File: src/rtl/fcr_pkg.sv
// Shared constants, types and functions of the framed command responder.
package fcr_pkg;

	localparam int FRAME_BYTES = 150;
	localparam int IDX_W       = $clog2(FRAME_BYTES);
	localparam int REPLY_LEN   = 28;
	localparam int RIDX_W      = $clog2(REPLY_LEN);
	localparam int SUM_POS     = REPLY_LEN - 2;
	localparam int ID_POS      = 8;
	localparam int CMD_POS     = 13;
	localparam int CMD_POS_END = 15;

	localparam logic [7:0] CH_B  = 8'h42;
	localparam logic [7:0] CH_Z  = 8'h5A;
	localparam logic [7:0] CH_LF = 8'h0A;
	localparam logic [7:0] CH_0  = 8'h30;

	localparam logic       REQ_BYTE = 1'b0;
	localparam logic       REQ_TICK = 1'b1;

	localparam logic [2:0] ERR_NONE = 3'd0;
	localparam logic [2:0] ERR_CMD  = 3'd2;

	localparam logic [2:0] CMD_NONE = 3'd0;
	localparam logic [2:0] CMD_MAR  = 3'd1;
	localparam logic [2:0] CMD_STP  = 3'd2;
	localparam logic [2:0] CMD_STD  = 3'd3;

	localparam logic       REG_TIMEOUT = 1'b0;
	localparam logic       REG_OWN_ID  = 1'b1;

	typedef struct packed {
		logic take;
		logic walk_step;
		logic decide;
		logic reply_step;
	} ctrl_cmd_t;

	typedef struct packed {
		logic frame_done;
		logic walk_last;
		logic frame_ok;
		logic reply_last;
	} dp_status_t;

	function automatic logic [7:0] bump_sum(input logic [7:0] s);
		logic [7:0] r;
		r = s;
		if (s == CH_B || s == CH_Z || s == CH_LF) begin
			r = s + 8'd1;
		end
		return r;
	endfunction

	// Reply bytes other than the checksum, including the closing newline.
	function automatic logic [7:0] reply_byte(input logic [RIDX_W-1:0] k,
		input logic [23:0] id, input logic [2:0] err);
		logic [7:0] r;
		logic ok;
		ok = (err == ERR_NONE);
		case (k)
			5'd0:    r = CH_B;
			5'd1:    r = 8'h7C;
			5'd2:    r = 8'h20;
			5'd3:    r = id[23:16];
			5'd4:    r = id[15:8];
			5'd5:    r = id[7:0];
			5'd6:    r = 8'h7C;
			5'd7:    r = 8'h20;
			5'd8:    r = 8'h50;
			5'd9:    r = 8'h43;
			5'd10:   r = 8'h53;
			5'd11:   r = 8'h7C;
			5'd12:   r = 8'h20;
			5'd13:   r = ok ? 8'h41 : 8'h45;
			5'd14:   r = ok ? 8'h43 : 8'h52;
			5'd15:   r = ok ? 8'h4B : 8'h52;
			5'd16:   r = CH_0;
			5'd17:   r = 8'h00;
			5'd18:   r = CH_0;
			5'd19:   r = CH_0;
			5'd20:   r = CH_0 + {5'd0, err};
			5'd21:   r = 8'h7C;
			5'd22:   r = 8'h20;
			5'd23:   r = CH_Z;
			5'd24:   r = 8'h7C;
			5'd25:   r = 8'h20;
			default: r = CH_LF;
		endcase
		return r;
	endfunction

endpackage

File: src/rtl/fcr_req_if.sv
// Input channel: received bytes and timer ticks.
interface fcr_req_if;
	logic       valid;
	logic       ready;
	logic       req_type;
	logic [7:0] rx_byte;
	logic [2:0] fault_switch;

	modport source (output valid, req_type, rx_byte, fault_switch, input ready);
	modport sink   (input valid, req_type, rx_byte, fault_switch, output ready);
endinterface

File: src/rtl/fcr_rsp_if.sv
// Output channel: reply bytes with status.
interface fcr_rsp_if;
	logic       valid;
	logic       ready;
	logic [7:0] tx_byte;
	logic       last_byte;
	logic       running;
	logic [2:0] report_code;

	modport source (output valid, tx_byte, last_byte, running, report_code, input ready);
	modport sink   (input valid, tx_byte, last_byte, running, report_code, output ready);
endinterface

File: src/rtl/fcr_ram.sv
// Generic single-clock RAM with one write port and one registered read port.
module fcr_ram #(
	parameter int WIDTH = 8,
	parameter int DEPTH = 150
) (
	input  logic                     clk,
	input  logic                     wr_en,
	input  logic [$clog2(DEPTH)-1:0] wr_addr,
	input  logic [WIDTH-1:0]         wr_data,
	input  logic [$clog2(DEPTH)-1:0] rd_addr,
	output logic [WIDTH-1:0]         rd_data
);
	logic [WIDTH-1:0] mem_q [DEPTH];

	always_ff @(posedge clk) begin
		if (wr_en) begin
			mem_q[wr_addr] <= wr_data;
		end
		rd_data <= mem_q[rd_addr];
	end
endmodule

File: src/rtl/fcr_datapath.sv
// Frame capture, checksum walk, command decode and reply byte generation.
module fcr_datapath (
	input  logic                   clk,
	input  logic                   arst_n,
	input  fcr_pkg::ctrl_cmd_t     cmd,
	output fcr_pkg::dp_status_t    status,
	input  logic                   req_type,
	input  logic [7:0]             rx_byte,
	input  logic [2:0]             fault_switch,
	input  logic [7:0]             timeout_ticks,
	input  logic [23:0]            own_id,
	output logic [7:0]             tx_byte,
	output logic                   last_byte,
	output logic                   running,
	output logic [2:0]             report_code
);
	localparam logic [fcr_pkg::IDX_W-1:0] LAST_IDX =
		fcr_pkg::IDX_W'(fcr_pkg::FRAME_BYTES - 1);

	logic                            receiving_q;
	logic [fcr_pkg::IDX_W-1:0]       wr_idx_q, end_idx_q, len_q, rd_addr_q, rd_addr_s1;
	logic [7:0]                      tick_q, sum_q, chk_q, rsum_q;
	logic [fcr_pkg::FRAME_BYTES-1:0] valid_q;
	logic                            rd_pend_s1, rd_vld_s1, run_q;
	logic [2:0]                      fault_q, err_q;
	logic [7:0]                      id_q [3];
	logic [7:0]                      cmd_q [3];
	logic [fcr_pkg::RIDX_W-1:0]      rep_idx_q;

	logic [fcr_pkg::IDX_W-1:0]       wi_nx, end_nx, walk_end;
	logic [fcr_pkg::IDX_W:0]         end_sum;
	logic                            is_byte, start_b, done;
	logic                            wr_en;
	logic [fcr_pkg::IDX_W-1:0]       wr_addr;
	logic [7:0]                      rd_data, rd_byte;
	logic [2:0]                      cmd_code, err_nx;
	logic                            run_nx, ok;

	assign is_byte = (req_type == fcr_pkg::REQ_BYTE);
	assign start_b = is_byte && !receiving_q && (rx_byte == fcr_pkg::CH_B);
	assign wi_nx   = wr_idx_q + 1'b1;
	assign end_sum = {1'b0, wi_nx} + (fcr_pkg::IDX_W + 1)'(3);
	always_comb begin
		end_nx = end_idx_q;
		if (rx_byte == fcr_pkg::CH_Z) begin
			end_nx = (end_sum > {1'b0, LAST_IDX}) ? LAST_IDX
				: end_sum[fcr_pkg::IDX_W-1:0];
		end
	end
	assign done    = is_byte && receiving_q && (wi_nx >= end_nx);
	assign wr_en   = cmd.take && is_byte && (receiving_q || start_b);
	assign wr_addr = receiving_q ? wi_nx : '0;

	fcr_ram #(.WIDTH(8), .DEPTH(fcr_pkg::FRAME_BYTES)) u_store (
		.clk(clk), .wr_en(wr_en), .wr_addr(wr_addr), .wr_data(rx_byte),
		.rd_addr(rd_addr_q), .rd_data(rd_data)
	);

	assign rd_byte  = rd_vld_s1 ? rd_data : 8'd0;
	assign walk_end = (len_q > fcr_pkg::IDX_W'(fcr_pkg::CMD_POS_END)) ? len_q
		: fcr_pkg::IDX_W'(fcr_pkg::CMD_POS_END);

	always_comb begin
		cmd_code = fcr_pkg::CMD_NONE;
		if (cmd_q[0] == 8'h4D && cmd_q[1] == 8'h41 && cmd_q[2] == 8'h52) begin
			cmd_code = fcr_pkg::CMD_MAR;
		end else if (cmd_q[0] == 8'h53 && cmd_q[1] == 8'h54 && cmd_q[2] == 8'h50) begin
			cmd_code = fcr_pkg::CMD_STP;
		end else if (cmd_q[0] == 8'h53 && cmd_q[1] == 8'h54 && cmd_q[2] == 8'h44) begin
			cmd_code = fcr_pkg::CMD_STD;
		end
		err_nx = (cmd_code == fcr_pkg::CMD_NONE) ? fcr_pkg::ERR_CMD : fault_q;
		run_nx = run_q;
		if (err_nx == fcr_pkg::ERR_NONE) begin
			case (cmd_code)
				fcr_pkg::CMD_MAR: run_nx = 1'b1;
				fcr_pkg::CMD_STP: run_nx = 1'b0;
				default: begin
					if (!run_q) begin
						err_nx = fcr_pkg::ERR_CMD;
					end
				end
			endcase
		end
	end

	assign ok = (fcr_pkg::bump_sum(sum_q) == chk_q) && (id_q[0] == own_id[23:16])
		&& (id_q[1] == own_id[15:8]) && (id_q[2] == own_id[7:0]);

	always_comb begin
		if (rep_idx_q == fcr_pkg::RIDX_W'(fcr_pkg::SUM_POS)) begin
			tx_byte = fcr_pkg::bump_sum(rsum_q);
		end else begin
			tx_byte = fcr_pkg::reply_byte(rep_idx_q, own_id, err_q);
		end
	end
	assign last_byte   = (rep_idx_q == fcr_pkg::RIDX_W'(fcr_pkg::REPLY_LEN - 1));
	assign running     = run_q;
	assign report_code = err_q;

	assign status.frame_done = done;
	assign status.walk_last  = (rd_addr_q == walk_end);
	assign status.frame_ok   = ok;
	assign status.reply_last = last_byte;

	always_ff @(posedge clk or negedge arst_n) begin
		if (!arst_n) begin
			receiving_q <= 1'b0;
			wr_idx_q    <= '0;
			end_idx_q   <= LAST_IDX;
			tick_q      <= '0;
			run_q       <= 1'b0;
			valid_q     <= '0;
			rd_pend_s1  <= 1'b0;
		end else begin
			rd_pend_s1 <= cmd.walk_step;
			if (wr_en) begin
				valid_q[wr_addr] <= 1'b1;
			end
			if (cmd.take) begin
				if (!is_byte) begin
					if (receiving_q) begin
						if (tick_q == timeout_ticks) begin
							receiving_q <= 1'b0;
							end_idx_q   <= LAST_IDX;
						end
						tick_q <= tick_q + 8'd1;
					end else begin
						tick_q <= '0;
					end
				end else if (!receiving_q) begin
					if (start_b) begin
						receiving_q <= 1'b1;
						wr_idx_q    <= '0;
					end
				end else if (done) begin
					receiving_q <= 1'b0;
					wr_idx_q    <= '0;
					end_idx_q   <= LAST_IDX;
				end else begin
					wr_idx_q  <= wi_nx;
					end_idx_q <= end_nx;
				end
			end
			if (cmd.decide && ok) begin
				run_q <= run_nx;
			end
		end
	end

	// Walk and reply registers carry payload only.
	always_ff @(posedge clk) begin
		rd_addr_s1 <= rd_addr_q;
		rd_vld_s1  <= valid_q[rd_addr_q];
		if (cmd.take && done) begin
			len_q     <= end_nx;
			fault_q   <= fault_switch;
			rd_addr_q <= '0;
			sum_q     <= '0;
		end
		if (cmd.walk_step) begin
			rd_addr_q <= rd_addr_q + 1'b1;
		end
		if (rd_pend_s1) begin
			if (rd_addr_s1 < len_q) begin
				sum_q <= sum_q + rd_byte;
			end
			if (rd_addr_s1 == len_q) begin
				chk_q <= rd_byte;
			end
			for (int i = 0; i < 3; i++) begin
				if (rd_addr_s1 == fcr_pkg::IDX_W'(fcr_pkg::ID_POS + i)) begin
					id_q[i] <= rd_byte;
				end
				if (rd_addr_s1 == fcr_pkg::IDX_W'(fcr_pkg::CMD_POS + i)) begin
					cmd_q[i] <= rd_byte;
				end
			end
		end
		if (cmd.decide) begin
			err_q     <= err_nx;
			rep_idx_q <= '0;
			rsum_q    <= '0;
		end
		if (cmd.reply_step) begin
			rep_idx_q <= rep_idx_q + 1'b1;
			rsum_q    <= rsum_q + tx_byte;
		end
	end
endmodule

File: src/rtl/fcr_controller.sv
// Sequencer: receive, checksum walk, decision and reply emission.
module fcr_controller (
	input  logic                clk,
	input  logic                arst_n,
	input  logic                in_valid,
	output logic                in_ready,
	output logic                out_valid,
	input  logic                out_ready,
	input  fcr_pkg::dp_status_t status,
	output fcr_pkg::ctrl_cmd_t  cmd
);
	typedef enum logic [4:0] {
		ST_IDLE   = 5'b00001,
		ST_WALK   = 5'b00010,
		ST_DRAIN  = 5'b00100,
		ST_DECIDE = 5'b01000,
		ST_REPLY  = 5'b10000
	} state_t;

	state_t state_q, state_nx;

	always_comb begin
		state_nx       = state_q;
		in_ready       = 1'b0;
		out_valid      = 1'b0;
		cmd            = '0;
		unique case (state_q)
			ST_IDLE: begin
				in_ready = 1'b1;
				cmd.take = in_valid;
				if (in_valid && status.frame_done) begin
					state_nx = ST_WALK;
				end
			end
			ST_WALK: begin
				cmd.walk_step = 1'b1;
				if (status.walk_last) begin
					state_nx = ST_DRAIN;
				end
			end
			ST_DRAIN: state_nx = ST_DECIDE;
			ST_DECIDE: begin
				cmd.decide = 1'b1;
				state_nx   = status.frame_ok ? ST_REPLY : ST_IDLE;
			end
			ST_REPLY: begin
				out_valid      = 1'b1;
				cmd.reply_step = out_ready;
				if (out_ready && status.reply_last) begin
					state_nx = ST_IDLE;
				end
			end
			default: state_nx = ST_IDLE;
		endcase
	end

	always_ff @(posedge clk or negedge arst_n) begin
		if (!arst_n) begin
			state_q <= ST_IDLE;
		end else begin
			state_q <= state_nx;
		end
	end
endmodule

File: src/rtl/framed_command_responder.sv
// Top level of the framed command responder with its APB register port.
//
// The block takes one transfer per received byte or timer tick and answers
// each accepted frame with 28 reply transfers, ending on the newline byte.
// The byte that closes a frame starts a checksum walk over the frame store,
// one memory read per cycle over max(length, 15) + 1 addresses, followed by
// a drain state and a decision state; the reply then moves one byte per
// cycle while the sink is ready. Input is not accepted during the walk, the
// drain, the decision or the reply. No clearing pass runs after reset: the
// store has a valid bit per entry, and an entry never written reads as zero.
module framed_command_responder (
	input  logic          clk,
	input  logic          arst_n,
	fcr_req_if.sink       req,
	fcr_rsp_if.source     rsp,
	input  logic          psel,
	input  logic          penable,
	input  logic          pwrite,
	input  logic [2:0]    paddr,
	input  logic [31:0]   pwdata,
	output logic [31:0]   prdata,
	output logic          pready
);
	fcr_pkg::ctrl_cmd_t  cmd;
	fcr_pkg::dp_status_t status;
	logic [7:0]          timeout_q;
	logic [23:0]         own_id_q;
	logic                reg_sel;

	// Registers sit at byte addresses 0 and 4; bit 2 picks the register.
	assign reg_sel = paddr[2];
	assign pready  = 1'b1;
	assign prdata  = (reg_sel == fcr_pkg::REG_OWN_ID) ? {8'd0, own_id_q}
		: {24'd0, timeout_q};

	// Configuration is written during the access phase of an APB write.
	always_ff @(posedge clk or negedge arst_n) begin
		if (!arst_n) begin
			timeout_q <= 8'd200;
			own_id_q  <= 24'h474452;
		end else if (psel && penable && pwrite && pready) begin
			if (reg_sel == fcr_pkg::REG_TIMEOUT) begin
				timeout_q <= pwdata[7:0];
			end else begin
				own_id_q <= pwdata[23:0];
			end
		end
	end

	// The controller owns the handshakes; the datapath owns the frame, walk and reply state.
	fcr_controller u_ctrl (
		.clk(clk), .arst_n(arst_n),
		.in_valid(req.valid), .in_ready(req.ready),
		.out_valid(rsp.valid), .out_ready(rsp.ready),
		.status(status), .cmd(cmd)
	);

	fcr_datapath u_dp (
		.clk(clk), .arst_n(arst_n), .cmd(cmd), .status(status),
		.req_type(req.req_type), .rx_byte(req.rx_byte),
		.fault_switch(req.fault_switch),
		.timeout_ticks(timeout_q), .own_id(own_id_q),
		.tx_byte(rsp.tx_byte), .last_byte(rsp.last_byte),
		.running(rsp.running), .report_code(rsp.report_code)
	);
endmodule

File: src/flat_wrapper.sv
// flat-port wrapper written by rule: the top's interface ports become plain ports
module framed_command_responder_flat 
  (clk, arst_n, psel, penable, pwrite, paddr, pwdata, prdata, pready, req_valid, req_req_type, req_rx_byte, req_fault_switch, req_ready, rsp_valid, rsp_tx_byte, rsp_last_byte, rsp_running, rsp_report_code, rsp_ready);
  fcr_req_if req_i ();
  fcr_rsp_if rsp_i ();
  input  logic clk;
  input  logic arst_n;
  input  logic psel;
  input  logic penable;
  input  logic pwrite;
  input  logic [2:0] paddr;
  input  logic [31:0] pwdata;
  output logic [31:0] prdata;
  output logic pready;
  input wire logic [$bits(req_i.valid)-1:0] req_valid;
  input wire logic [$bits(req_i.req_type)-1:0] req_req_type;
  input wire logic [$bits(req_i.rx_byte)-1:0] req_rx_byte;
  input wire logic [$bits(req_i.fault_switch)-1:0] req_fault_switch;
  output wire logic [$bits(req_i.ready)-1:0] req_ready;
  output wire logic [$bits(rsp_i.valid)-1:0] rsp_valid;
  output wire logic [$bits(rsp_i.tx_byte)-1:0] rsp_tx_byte;
  output wire logic [$bits(rsp_i.last_byte)-1:0] rsp_last_byte;
  output wire logic [$bits(rsp_i.running)-1:0] rsp_running;
  output wire logic [$bits(rsp_i.report_code)-1:0] rsp_report_code;
  input wire logic [$bits(rsp_i.ready)-1:0] rsp_ready;
  assign req_i.valid = req_valid;
  assign req_i.req_type = req_req_type;
  assign req_i.rx_byte = req_rx_byte;
  assign req_i.fault_switch = req_fault_switch;
  assign req_ready = req_i.ready;
  assign rsp_valid = rsp_i.valid;
  assign rsp_tx_byte = rsp_i.tx_byte;
  assign rsp_last_byte = rsp_i.last_byte;
  assign rsp_running = rsp_i.running;
  assign rsp_report_code = rsp_i.report_code;
  assign rsp_i.ready = rsp_ready;
  framed_command_responder u_core (.clk(clk), .arst_n(arst_n), .req(req_i), .rsp(rsp_i), .psel(psel), .penable(penable), .pwrite(pwrite), .paddr(paddr), .pwdata(pwdata), .prdata(prdata), .pready(pready));
endmodule
File: config.mk
export PLATFORM = sky130hd
export DESIGN_NAME = framed_command_responder_flat
export DESIGN_NICKNAME = d
export VERILOG_FILES = /design/src/rtl/fcr_pkg.sv /design/src/rtl/fcr_req_if.sv /design/src/rtl/fcr_rsp_if.sv /design/src/rtl/fcr_ram.sv /design/src/rtl/fcr_datapath.sv /design/src/rtl/fcr_controller.sv /design/src/rtl/framed_command_responder.sv /design/src/flat_wrapper.sv
export SDC_FILE = /design/constraint.sdc
export NUM_CORES = 2
export LEC_CHECK = 0
export BUFFER_PORTS_ARGS = -buffer_cell sky130_fd_sc_hd__buf_2
export CAP_MARGIN = 20
export CORE_MARGIN = 2
export CORE_UTILIZATION = 67
export DETAILED_ROUTE_END_ITERATION = 7
export PLACE_DENSITY = 0.84
export SYNTH_ARGS = -nofsm -noshare
export SYNTH_HDL_FRONTEND = slang
export SYNTH_SLANG_ARGS = --single-unit
export TNS_END_PERCENT = 10
File: constraint.sdc
create_clock -name clk -period 7.5 [get_ports clk]
set_input_delay 1.5 -clock clk [delete_from_list [all_inputs] [get_ports clk]]
set_output_delay 1.5 -clock clk [all_outputs]
set_load 0.05 [all_outputs]
==> reports/qor.yml <==
sta:
  final_hold_viol_count: 0
  maxSlewHeadroom_pct: 13.06
  fin_crit_sh_pct: 77.48
  max_freq_mhz: 172.1
  hold_slack_ns: 0.4594
  finalSetupTns_ns: 0
  rsz0062_at_grt: "no"
  layout_min_cycle_time_ns: 5.811
  setup_viol: 0
  tightestPinTransition_ns: 1.301
  post-route-worst-setup-slack_ns: 1.689
  fin_skew_ns: 0.02366
  finalMaxSlewViolations: 0
layout:
  area_delta_synth_final_pct: 10.72
  fin_area_mm2: 0.06866
  final_common_cell: "edfxtp_1"
  drive_gt1_share_pct: 28.64
  fin_nets: 3469
  fin_cells: 4686
  utilization_pct: 74.91
  most-common-layout-cells: "edfxtp_1, mux4_2, nor2_1"
critical_path:
  cp_max_fo: 8
  critPathLaunchType: "input pin"
  required_ns: 7.93
  critical_path_class: "input pin to flip-flop"
  arrival_ns: 6.24
  r2r_start: "u_core.u_dp.wr_idx_q[0]"
  worstRegToRegCells: 15
  end_kind: "flip-flop"
  cp-startpoint: "req_rx_byte[6]"
placement:
  place_congestion: 0.9132
  dpl-instance-area_mm2: 0.06369
  dp.cells: 4402
  port_buffers: 82
  preCtsSetupSlack_ns: 1.005
  hpwl_um: 89500
clock_tree:
  cts_tree: "yes"
  insertion_delay_ns: 0.78
  cts_max_path_buffers: 3
  path_clk_slew_ns: 0.06
  cts_resized: 0
  cts_made_buffers: 148
  cts_hold_buf: 0
  clock-sinks: 1530
  root_buffer: "clkbuf_16"
  htreeDepth: 4
  post-cts-setup-buffers: 0
floorplanning:
  io_pins: 102
  start_util_pct: 67.66
  rows: 111
  dieWidth_um: 308.2
  die_y_um: 308.2
  dieArea_mm2: 0.09502
  core_area_mm2: 0.09166
pwr:
  max-vdd-ir-drop_uv: 251.7
  p_per_area_mw_per_mm2: 257.0
  p_leak_nw: 24.54
  totalPowerFinal_mw: 17.65
synth:
  synth_area_per_cell_um2: 19.22
  synth_top_flop_cell: "edfxtp_1"
  yosysSeqAreaShare_pct: 71.99
  syn_area_mm2: 0.06202
  netlist_instances: 3227
  ys_warn_count: 0
  ys_ff_latch: 1530
  synth_enable_flop_cells: 1291
  ys_async_sr_fraction_pct: 13.99
  synth_cell_types: 81
global_routing:
  track_usage_pct: 35.13
  grt_overflow: 0
  grt_pass1_wl_um: 237000
  antenna_found_initial: 14
  grt_max_degree: 111
  grt_pass1_vias: 34640
worst_hold_path:
  hp-start: "u_core.u_dp.valid_q[110]"
  hold_path_class: "flip-flop to flip-flop"
  holdPathStages: 1
drt:
  drt_iter0_markers: 4844
  route.met2.wl_um: 80010
  post_drt_wl_per_cell_um: 34.77
  vias: 33930
  route.met3.wl_um: 18150
  detail-route-antenna-nets: 0
  dr.pass1.iters: 5
  wirelength_um: 163000
  drt-met1-wl_um: 54910
  top_layer: "met5"
  drcViolationCount: 0
  viasPerCell: 7.240
run_status:
  status: "finished, final reports clean"
flow_run:
  cap_violations: 0
sequential cells by signal (all words and copies together) (netlist names), 24 cells and up:
name and count:
u_core.own_id_q 24, u_core.u_dp.cmd_q 24, u_core.u_dp.id_q 24, u_core.u_dp.u_store.mem_q 1200, u_core.u_dp.valid_q 150
logic make-up after synthesis:
kind of cell	count (synthesis)	share of synthesized area, %
AO/OA/AOI/OAI	207	2.252
buffers and inverters	209	1.582
other	2	0.01211
flip-flops	1530	71.99
adder cells (fa/ha/maj)	46	0.9523
XOR/XNOR	85	1.223
AND/OR/NAND/NOR	653	5.308
multiplexers	495	16.69
synth_stat cells (13+ instances only):
library cell,instances,area (um2)
dfstp_2,17,446.7
buf_2,31,155.2
nand3_1,31,155.2
and2_1,29,181.4
buf_4,32,240.2
o21ai_1,13,65.06
buf_1,24,90.09
mux4_2,427,9617
o21ai_0,38,190.2
nor2b_1,16,100.1
xor2_1,38,332.8
nor2_1,219,822.0
edfxtp_1,1291,38770
and3_1,13,81.33
nand2_1,101,379.1
inv_1,51,191.4
a21oi_1,52,260.3
dfrtp_1,197,4930
ha_1,44,550.5
nand4_1,14,87.58
clkbuf_1,65,244.0
xnor2_1,46,402.9
or2_2,143,894.6
mux2_2,41,461.7
nor3_1,21,105.1
dfxtp_1,25,500.5
mux2i_1,27,270.3
routing by layer:
| metal | global-route usage, % | up-vias |
|---|---|---|
| met3 | 8.486 | 569 |
| li1 | - | 13160 |
| met2 | 56.17 | 2763 |
| met5 | 0 | - |
| met4 | 18.46 | 20 |
| met1 | 45.61 | 17410 |
power by group:
part           total (mW)  internal [mW]  leakage [nW]  switching, mW
clock                7.57           4.29          2.38           3.28
sequential           9.43           9.33          14.7          0.108
combinational       0.639          0.193          7.48          0.445
worst max-delay path, cell delays in order:
cell and delay (ns):
buf_4 0.20, or4b_1 0.61, nor3b_1 0.59, buf_4 0.29, nand3_1 0.22, a21o_1 0.33
a31oi_1 0.45, a22oi_1 0.23, ha_1 0.36, nand4_1 0.13, o21ba_2 0.27, and4_1 0.21
o21ai_0 0.18, a31oi_2 0.26, or2_1 0.38
cell type report:
class / count / area (um2)
well taps: 1186 / 1484
diodes: 5 / 12.51
repair buffers: 142 / 1011
multi-input cells: 1495 / 16420
clock inverters: 68 / 651.9
flip-flops and latches: 1530 / 44640
clock buffers: 208 / 4247
inverters: 52 / 195.2
fillers: 4675 / 23000
worst paths after layout:
| path | end | slack (ns) |
|---|---|---|
| min in group asynchronous | u_core.own_id_q[9] | 0.82 |
| worst min register to register | u_core.u_dp.valid_q[110] | 0.46 |
| worst min-delay path | u_core.u_dp.valid_q[110] | 0.46 |
| worst max-delay path | u_core.u_dp.rd_addr_q[7] | 1.69 |
| max in group asynchronous | u_core.u_dp.tick_q[3] | 5.38 |
| worst max register to register | u_core.u_dp.rd_addr_q[7] | 2.15 |
(Power assumes the default switching activity.)
